## config.mk

```make
export PLATFORM = sky130hd
export DESIGN_NAME = wgo_dp
export DESIGN_NICKNAME = d
export VERILOG_FILES = /design/src/rtl/core/wgo_pkg.sv /design/src/rtl/core/wgo_dp.sv
export SDC_FILE = /design/constraint.sdc
export NUM_CORES = 2
export LEC_CHECK = 0
export BUFFER_PORTS_ARGS = -buffer_cell sky130_fd_sc_hd__buf_2
export CORE_MARGIN = 8
export CORE_UTILIZATION = 45
export DETAILED_ROUTE_END_ITERATION = 10
export MAX_ROUTING_LAYER = met4
export PLACE_DENSITY = 0.67
export SYNTH_ARGS = -nofsm -noshare
export SYNTH_HDL_FRONTEND = slang
export SYNTH_SLANG_ARGS = --single-unit
```

## constraint.sdc

```tcl
create_clock -name clk -period 7.6 [get_ports clk]
set_input_delay 0.38 -clock clk [delete_from_list [all_inputs] [get_ports clk]]
set_output_delay 0.38 -clock clk [all_outputs]
set_load 0.02 [all_outputs]
```

## src/rtl/core/wgo_pkg.sv

```systemverilog
// Shared types and constants for the wall grid occupancy test.
// Holds op codes, direction codes, register indexes, FSM state and the
// controller/datapath command and status structs. No dependencies.
`timescale 1ns / 1ps

package wgo_pkg;

	// Request op codes
	localparam logic [1:0] OP_LOAD  = 2'd0;
	localparam logic [1:0] OP_QUERY = 2'd1;
	localparam logic [1:0] OP_CLEAR = 2'd2;

	// Wall direction codes
	localparam logic [1:0] DIR_HORZ = 2'd0;
	localparam logic [1:0] DIR_VERT = 2'd1;

	// Configuration register indexes
	localparam int unsigned CFG_IDX_BITS = 2;
	localparam logic [CFG_IDX_BITS-1:0] REG_GRID_WIDTH  = 2'd0;
	localparam logic [CFG_IDX_BITS-1:0] REG_GRID_HEIGHT = 2'd1;

	// Controller states
	typedef enum logic [1:0] {
		ST_IDLE,
		ST_SCAN,
		ST_FLUSH
	} state_t;

	// Commands from controller to datapath
	typedef struct packed {
		logic accept;     // request taken this cycle
		logic post_imm;   // write the immediate result of the request
		logic scan_start; // latch query cell, reset address and hit flag
		logic rd_en;      // read one table entry, advance address
		logic post_scan;  // write the result of the finished scan
	} ctrl_cmd_t;

	// Status from datapath to controller
	typedef struct packed {
		logic full;     // table holds the maximum number of walls
		logic empty;    // table holds no wall
		logic outside;  // incoming query cell lies outside the grid
		logic last_rd;  // current read address is the last stored wall
		logic out_free; // output register can take a result this cycle
	} dp_stat_t;

endpackage

```

## src/rtl/core/wgo_dp.sv

```systemverilog
// Datapath for the wall grid occupancy test: wall table memory, wall count,
// grid size registers, span compare and output register. Depends on wgo_pkg.
`timescale 1ns / 1ps

module wgo_dp #(
	parameter int unsigned MAX_WALLS  = 64,
	parameter int unsigned COORD_BITS = 8
) (
	input  logic                              clk,
	input  logic                              arst_n,
	input  logic                              cfg_valid,
	input  logic [wgo_pkg::CFG_IDX_BITS-1:0]  cfg_index,
	input  logic [COORD_BITS:0]               cfg_data,
	input  logic [1:0]                        op,
	input  logic [COORD_BITS-1:0]             wall_x,
	input  logic [COORD_BITS-1:0]             wall_y,
	input  logic [COORD_BITS-1:0]             wall_length,
	input  logic [1:0]                        wall_direction,
	input  logic [COORD_BITS-1:0]             cell_x,
	input  logic [COORD_BITS-1:0]             cell_y,
	input  wgo_pkg::ctrl_cmd_t                cmd,
	output wgo_pkg::dp_stat_t                 stat,
	output logic                              out_valid,
	input  logic                              out_ready,
	output logic                              blocked,
	output logic                              out_of_grid,
	output logic                              rejected
);

	localparam int unsigned AW = (MAX_WALLS > 1) ? $clog2(MAX_WALLS) : 1;
	localparam int unsigned CW = $clog2(MAX_WALLS + 1);
	localparam int unsigned EW = 3 * COORD_BITS + 2;
	localparam logic [CW-1:0] COUNT_MAX = CW'(MAX_WALLS);

	// Table entry: {direction, length, y, x}
	logic [EW-1:0]         mem [MAX_WALLS];
	logic [EW-1:0]         rd_data_s1;
	logic                  rd_vld_s1;
	logic [CW-1:0]         count_q;
	logic [AW-1:0]         addr_q;
	logic [COORD_BITS:0]   grid_w_q;
	logic [COORD_BITS:0]   grid_h_q;
	logic [COORD_BITS-1:0] cx_q;
	logic [COORD_BITS-1:0] cy_q;
	logic                  hit_q;
	logic                  out_valid_q;
	logic                  blocked_q;
	logic                  oog_q;
	logic                  rej_q;

	logic [COORD_BITS-1:0] e_x;
	logic [COORD_BITS-1:0] e_y;
	logic [COORD_BITS-1:0] e_len;
	logic [1:0]            e_dir;
	logic [COORD_BITS:0]   x_end;
	logic [COORD_BITS:0]   y_end;
	logic                  match;
	logic                  is_load;
	logic                  is_query;
	logic                  is_clear;

	assign is_load  = (op == wgo_pkg::OP_LOAD);
	assign is_query = (op == wgo_pkg::OP_QUERY);
	assign is_clear = (op == wgo_pkg::OP_CLEAR);

	// Status toward the controller
	assign stat.full     = (count_q == COUNT_MAX);
	assign stat.empty    = (count_q == '0);
	assign stat.outside  = ({1'b0, cell_x} >= grid_w_q) || ({1'b0, cell_y} >= grid_h_q);
	assign stat.last_rd  = (addr_q == AW'(count_q - 1'b1));
	assign stat.out_free = !out_valid_q || out_ready;

	// Grid size registers
	always_ff @(posedge clk or negedge arst_n) begin
		if (!arst_n) begin
			grid_w_q <= (COORD_BITS + 1)'(1 << COORD_BITS);
			grid_h_q <= (COORD_BITS + 1)'(1 << COORD_BITS);
		end else if (cfg_valid) begin
			if (cfg_index == wgo_pkg::REG_GRID_WIDTH) begin
				grid_w_q <= cfg_data;
			end else if (cfg_index == wgo_pkg::REG_GRID_HEIGHT) begin
				grid_h_q <= cfg_data;
			end
		end
	end

	// Wall count: advance on load, drop to zero on clear
	always_ff @(posedge clk or negedge arst_n) begin
		if (!arst_n) begin
			count_q <= '0;
		end else if (cmd.accept) begin
			if (is_load && !stat.full) begin
				count_q <= count_q + 1'b1;
			end else if (is_clear) begin
				count_q <= '0;
			end
		end
	end

	// Table write
	always_ff @(posedge clk) begin
		if (cmd.accept && is_load && !stat.full) begin
			mem[count_q[AW-1:0]] <= {wall_direction, wall_length, wall_y, wall_x};
		end
	end

	// Table read, registered
	always_ff @(posedge clk) begin
		if (cmd.rd_en) begin
			rd_data_s1 <= mem[addr_q];
		end
	end

	// Scan address and query cell
	always_ff @(posedge clk) begin
		if (cmd.scan_start) begin
			cx_q   <= cell_x;
			cy_q   <= cell_y;
			addr_q <= '0;
		end else if (cmd.rd_en) begin
			addr_q <= addr_q + 1'b1;
		end
	end

	// Span compare on the entry read last cycle
	assign e_x   = rd_data_s1[COORD_BITS-1:0];
	assign e_y   = rd_data_s1[2*COORD_BITS-1:COORD_BITS];
	assign e_len = rd_data_s1[3*COORD_BITS-1:2*COORD_BITS];
	assign e_dir = rd_data_s1[EW-1:3*COORD_BITS];
	assign x_end = {1'b0, e_x} + {1'b0, e_len};
	assign y_end = {1'b0, e_y} + {1'b0, e_len};

	always_comb begin
		match = 1'b0;
		if (e_dir == wgo_pkg::DIR_HORZ) begin
			match = (cy_q == e_y) && (cx_q >= e_x) && ({1'b0, cx_q} < x_end);
		end else if (e_dir == wgo_pkg::DIR_VERT) begin
			match = (cx_q == e_x) && (cy_q >= e_y) && ({1'b0, cy_q} < y_end);
		end
	end

	// Read-valid flag and hit accumulation
	always_ff @(posedge clk or negedge arst_n) begin
		if (!arst_n) begin
			rd_vld_s1 <= 1'b0;
			hit_q     <= 1'b0;
		end else begin
			rd_vld_s1 <= cmd.rd_en;
			if (cmd.scan_start) begin
				hit_q <= 1'b0;
			end else if (rd_vld_s1 && match) begin
				hit_q <= 1'b1;
			end
		end
	end

	// Output register valid
	always_ff @(posedge clk or negedge arst_n) begin
		if (!arst_n) begin
			out_valid_q <= 1'b0;
		end else if (cmd.post_imm || cmd.post_scan) begin
			out_valid_q <= 1'b1;
		end else if (out_ready) begin
			out_valid_q <= 1'b0;
		end
	end

	// Output register payload
	always_ff @(posedge clk) begin
		if (cmd.post_imm) begin
			blocked_q <= 1'b0;
			oog_q     <= is_query && stat.outside;
			rej_q     <= is_load && stat.full;
		end else if (cmd.post_scan) begin
			blocked_q <= hit_q || (rd_vld_s1 && match);
			oog_q     <= 1'b0;
			rej_q     <= 1'b0;
		end
	end

	assign out_valid   = out_valid_q;
	assign blocked     = blocked_q;
	assign out_of_grid = oog_q;
	assign rejected    = rej_q;

endmodule

```

Word level (Yosys, flattened, before mapping)
Memories as Yosys holds them, arrays and structs flattened. A register that Yosys moved wholly into a read port is not among the register bits.
Cells that the tools add are included.
{"block": "classes", "addsub": 5, "multipliers": 0, "div": 0, "n_lt_le_gt_ge": 6, "n_eq_ne": 8, "shifts": 0, "mux": 13, "n_bitwise": 1, "reduce_logical": 27}
{"op": "adder 8 x 8 -> 9 bit", "count": 2}
{"op": "greater-or-equal comparator 8 x 9 -> 1 bit", "count": 2}
{"op": "< comparator 8 x 9 -> 1 bit", "count": 2}
{"op": "== test 8 bit", "count": 2}
{"op": "greater-or-equal comparator 8 bit", "count": 2}
{"op": "2-to-1 mux 7 bit", "count": 2}
{"op": "2-to-1 mux 1 bit", "count": 11}
{"op": "logical AND 1 bit", "count": 10}
{"op": "nonzero test 2 bit", "count": 4}
{"op": "adder 7 x 1 -> 7 bit (second input constant)", "count": 1}
{"op": "== test 7 bit (second input constant)", "count": 1}
{"op": "logical NOT 7 bit", "count": 1}
{"op": "adder 6 x 1 -> 6 bit (second input constant)", "count": 1}
{"op": "== test 2 x 1 -> 1 bit (second input constant)", "count": 3}
{"op": "== test 6 bit", "count": 1}
{"op": "logical NOT 2 bit", "count": 3}
{"op": "subtractor 6 x 1 -> 6 bit (second input constant)", "count": 1}
{"op": "logical OR 1 bit", "count": 4}
{"op": "AND reduction 2 bit", "count": 2}
{"op": "AND reduction 3 bit", "count": 1}
{"op": "== test 2 bit (second input constant)", "count": 1}
{"op": "logical NOT 1 bit", "count": 2}
{"op": "NOT 1 bit", "count": 1}
{"block": "totals", "regBits": 53, "latchBits": 0, "mem_bits_rw": 1664, "rom_bits": 0, "in_bits": 64, "out_inout_bits": 9, "elab_cells": 73, "n_memories": 1}
{"name": "mem", "depth": 64, "word_bits": 26, "rd": 1, "rd_ports_with_merged_regs": 1, "write_ports": 1, "line_no": "wgo_dp.sv:36", "source": "logic [EW-1:0] mem [MAX_WALLS];"}

Longest topological paths before layout
{"block": "depth", "ltp_word": 8, "ltp_mapped": 14, "mapped_depth_nobuf": 14}

Least setup slack after synthesis
OpenSTA, ideal clock, no wires.
{"block": "synth_path", "path_kind": "flip-flop to flip-flop", "start": "reg count_q[0]", "end": "mem mem[26][0] in the netlist's numbering, enable pin", "setup_time_ns": 0.409, "t_arrival_ns": 3.406, "t_required_ns": 7.191, "path_slack_ns": 3.785, "path_stages_with_launch": 12, "path_buffers": 3, "synth_period_minus_slack_ns": 3.815, "path_cell_list": "dfrtp_1 clkbuf_1 inv_1 ha_1 nor2b_1 nand3_1 inv_2 or3_1 clkbuf_1 or4_1 clkbuf_1 nor2_1"}
{"item": "from (decl)", "line_no": "wgo_dp.sv:39", "source": "logic [CW-1:0] count_q;"}
{"item": "from (signal assigned)", "line_no": "wgo_dp.sv:93", "source": "count_q <= count_q + 1'b1;"}
{"item": "to (decl)", "line_no": "wgo_dp.sv:36"}

Worst setup path after layout
{"block": "layout_path", "start": "reg count_q[0]", "end": "mem mem[16][20] in the netlist's numbering, enable pin"}
{"block": "layout_between", "elab_chain_cells": 5}
{"item": "== test 7 bit", "line_no": "wgo_dp.sv:67", "source": "assign stat.full = (count_q == COUNT_MAX);"}
{"item": "logical NOT 1 bit", "line_no": "wgo_dp.sv:102", "source": "if (cmd.accept && is_load && !stat.full) begin"}
{"item": "logical AND 1 bit", "line_no": "wgo_dp.sv:102"}
{"item": "2-to-1 mux 1 bit", "line_no": "wgo_dp.sv:102"}
{"item": "2-to-1 mux 1 bit (not written as such)", "line_no": "wgo_dp.sv:103", "source": "mem[count_q[AW-1:0]] <= {wall_direction, wall_length, wall_y, wall_x};"}
Parallel ways exist; a longest one is shown, timed or not.

==> flow_metrics.tcl <==
set metrics [dict create \
    outcome "finished, final reports clean" \
    critPathArrivalTime_ns 4.61 \
    synth-main-ff-cell "edfxtp_1" \
    synth_area_um2 67880 \
    max_stage_delay_ns 1.09 \
    cp_top_family "simple AND/OR/NAND/NOR gates" \
    clockBufferDepth 3 \
    rows 142 \
    end_kind "flop" \
    leakage_nw 23.24 \
    drtAntennaViolNets 0 \
    grt_pass1_wl_um 226000 \
    cts_inserted_buffers 163 \
    path_class "flop to flop" \
    slew_headroom_pct 20.34 \
    finalCriticalPeriod_ns 4.217 \
    min_path_cells 5 \
    cts.htree.levels 4 \
    worstMarginPinSlew_ns 1.192 \
    synth-edff-count 1708 \
    io_buffer_count 72 \
    start_util_pct 45.32 \
    drt_iter0_markers 4147 \
    synthArstFlopShare_pct 1.606 \
    syn-instance-count 2903 \
    drc 0 \
    antenna_found_initial 17 \
    ir_drop_mv 0.2859 \
    worstSkewPairLatency_ns 0.79 \
    die_h_um 404.4 \
    grt.total_usage_pct 19.76 \
    grt_max_degree 130 \
    setup-tns-final_ns 0 \
    avgSynthCellArea_um2 23.38 \
    pwr_density_cell_nw_per_um2 262.3 \
    vias 31080 \
    via_per_inst 5.934 \
    synth-warning-count 0 \
    worst_setup_path_start_kind "flop" \
    drv_cap 0 \
    root_buffer "clkbuf_16" \
    finalCritPeriodShare_pct 55.49 \
    multi_input_area_um2 15420 \
    dieArea_um2 163500 \
    area_growth_pct 12.85 \
    dpl.hpwl_um 91680 \
    ff_latch_area_um2 52150 \
    firstDrtPassIters 6 \
    clock.fmax_mhz 237.1 \
    final-setup-viol-count 0 \
    fill_cells 11300 \
    cp.buffers_inverters 2 \
    routed_wl_um 157500 \
    grt_overflow_total 0 \
    reg2reg_depth 9 \
    yosysSeqAreaShare_pct 76.80 \
    crit_required_ns 7.99 \
    cts_tree "done" \
    place.gp.congestion 0.8389 \
    finalHoldViolCount 0 \
    grt_pass1_vias 30740 \
    pin_count 73 \
    rsz0062_at_grt "no" \
    hold_class "primary input to flop" \
    drv_slew 0 \
    layout.nets 3213 \
    clk_pin_slew_ns 0.07 \
    ctsResizeCount 0 \
    drive_gt1_share_pct 30.13 \
    cts_sinks 1743 \
    synth_nets 3035 \
    crit_fanout 26 \
    ys_types 56 \
    ys_ff_latch 1743 \
    final.setup_skew_ns 0.02657 \
    coreArea_um2 149800 \
    wire_per_inst_um 30.08 \
    path_cells "inv_1 -> ha_1 -> nor2b_1 -> nand3_1 -> inv_2 -> or3_1 -> nor2_1 -> nand2_1 -> nor2_4" \
    die_w_um 404.4 \
    final_core_util_pct 51.15 \
    cp.depth 9 \
    critPathSlowestCell "nor2_4" \
]
==> sequential cells by signal (all words and copies together), names as in the netlist <==
name         flops
cx_q             8
out_valid        1
rd_vld_s1        1
hit_q            1
blocked          1
count_q          7
rd_data_s1      26
rejected         1
grid_w_q         9
grid_h_q         9
cy_q             8
mem           1664
out_of_grid      1
addr_q           6
==> path summary, 6_finish.rpt <==
path,slack [ns],end,from
worst max register to register,3.38,mem[16][20],count_q[0]
min in group asynchronous,0.22,count_q[2],arst_n
worst max-delay path,3.38,mem[16][20],count_q[0]
worst min register to register,0.51,grid_h_q[6],grid_h_q[6]
worst min-delay path,0.08,grid_w_q[3],cfg_index[0]
max in group asynchronous,6.88,count_q[5],arst_n
==> logic make-up after synthesis <==
kind of cell / after synthesis / synth area share (%)
fa+ha+maj: 68 / 1.275
flops: 1743 / 76.80
mux: 557 / 17.83
xor+xnor: 22 / 0.2839
simple gates: 190 / 1.311
compound gates: 138 / 1.305
buf+inv: 185 / 1.200
==> area by class of cell <==
type	instances	share of cell area, %
Sequential cell	1743	68.08
Multi-Input combinational cell	975	20.13
Clock buffer	210	5.731
Tap cell	2016	3.293
Timing Repair Buffer	156	1.496
Clock inverter	87	1.042
Inverter	42	0.2058
Antenna cell	9	0.02940
==> layout by cell type, fill, tap and decap left out, drive strengths merged, types with 4 or more instances in the layout <==
master       netlist  final
buf               66    124
nand3              7      7
dlygate4sd3        0     32
a211oi             8      8
nand2             31     31
inv               42     48
o21ai             51     51
xnor2              8      8
dfxtp              7      7
nand3b             5      5
mux2              16     16
a22oi             25     25
diode              0      9
ha                66     66
mux4             520    520
nand2b            11     11
o41ai              4      4
clkinvlp           0      6
a21o              10     10
xor2              14     14
clkbuf            77    210
dfrtp             26     26
nor2              92     92
nor2b             10     10
clkinv             0     63
mux2i             21     21
edfxtp          1708   1708
bufinv             0     12
nand4              7      7
nor3               7      7
a21oi             17     17
==> through the flow <==
| stage | setup WS [ns] | std cells | instance area [µm²] | power (W) | hold WS (ns) |
|---|---|---|---|---|---|
| floorplan | 3.785 | 2903 | 67880 | 0.01175 | 0.08441 |
| global placement | 3.494 | 4900 | 71080 | 0.01231 | 0.4811 |
| detailed placement | 3.467 | 4900 | 71080 | 0.01233 | 0.4792 |
| CTS | 3.441 | 5229 | 76580 | 0.02023 | 0.009188 |
| global route | 3.259 | 5236 | 76600 | 0.02067 | 0.06021 |
| finish | 3.383 | 5238 | 76610 | 0.02009 | 0.07759 |
==> tightest hold or removal path: cells and delay by family <==
family | cells | cell delay (ns)
buffers and inverters | 2 | 0.26
and+or+nand+nor | 2 | 0.11
AOI/OAI and AO/OA | 1 | 0.06
==> synthesized netlist by cell type, drive strengths merged (11+ instances only) <==
cell type	count	area, µm²
edfxtp	1708	51290
mux4	520	11710
nor2	92	345.3
clkbuf	77	289.0
buf	66	367.8
ha	66	825.8
o21ai	51	255.3
inv	42	157.7
nand2	31	116.4
dfrtp	26	650.6
a22oi	25	187.7
mux2i	21	210.2
a21oi	17	85.08
mux2	16	180.2
xor2	14	122.6
nand2b	11	68.82
==> per-layer routing <==
metal | vias up | global-route usage (%) | share of wire [%]
met3 | 200 | 4.792 | 11
met1 | 16600 | 29.19 | 42
li1 | 12780 | - | -
met2 | 1507 | 27.80 | 45
met4 | 0 | 5.107 | 2.4
met5 | - | - | 0
==> where the power goes <==
group	switching (W)	total, W	internal (W)	leakage (nW)
Clock	0.00346	0.00796	0.00450	2.53
Combinational	0.000823	0.00145	0.000630	4.92
Sequential	0.0000686	0.0107	0.0106	15.8
Total	0.00435	0.0201	0.0157	23.2
==> repair_timing <==
item,in CTS,in global routing
hold endpoints to repair,65,0
hold buffers,32,0
setup buffers,0,0
No activity file was read; power rests on OpenSTA's default activity.
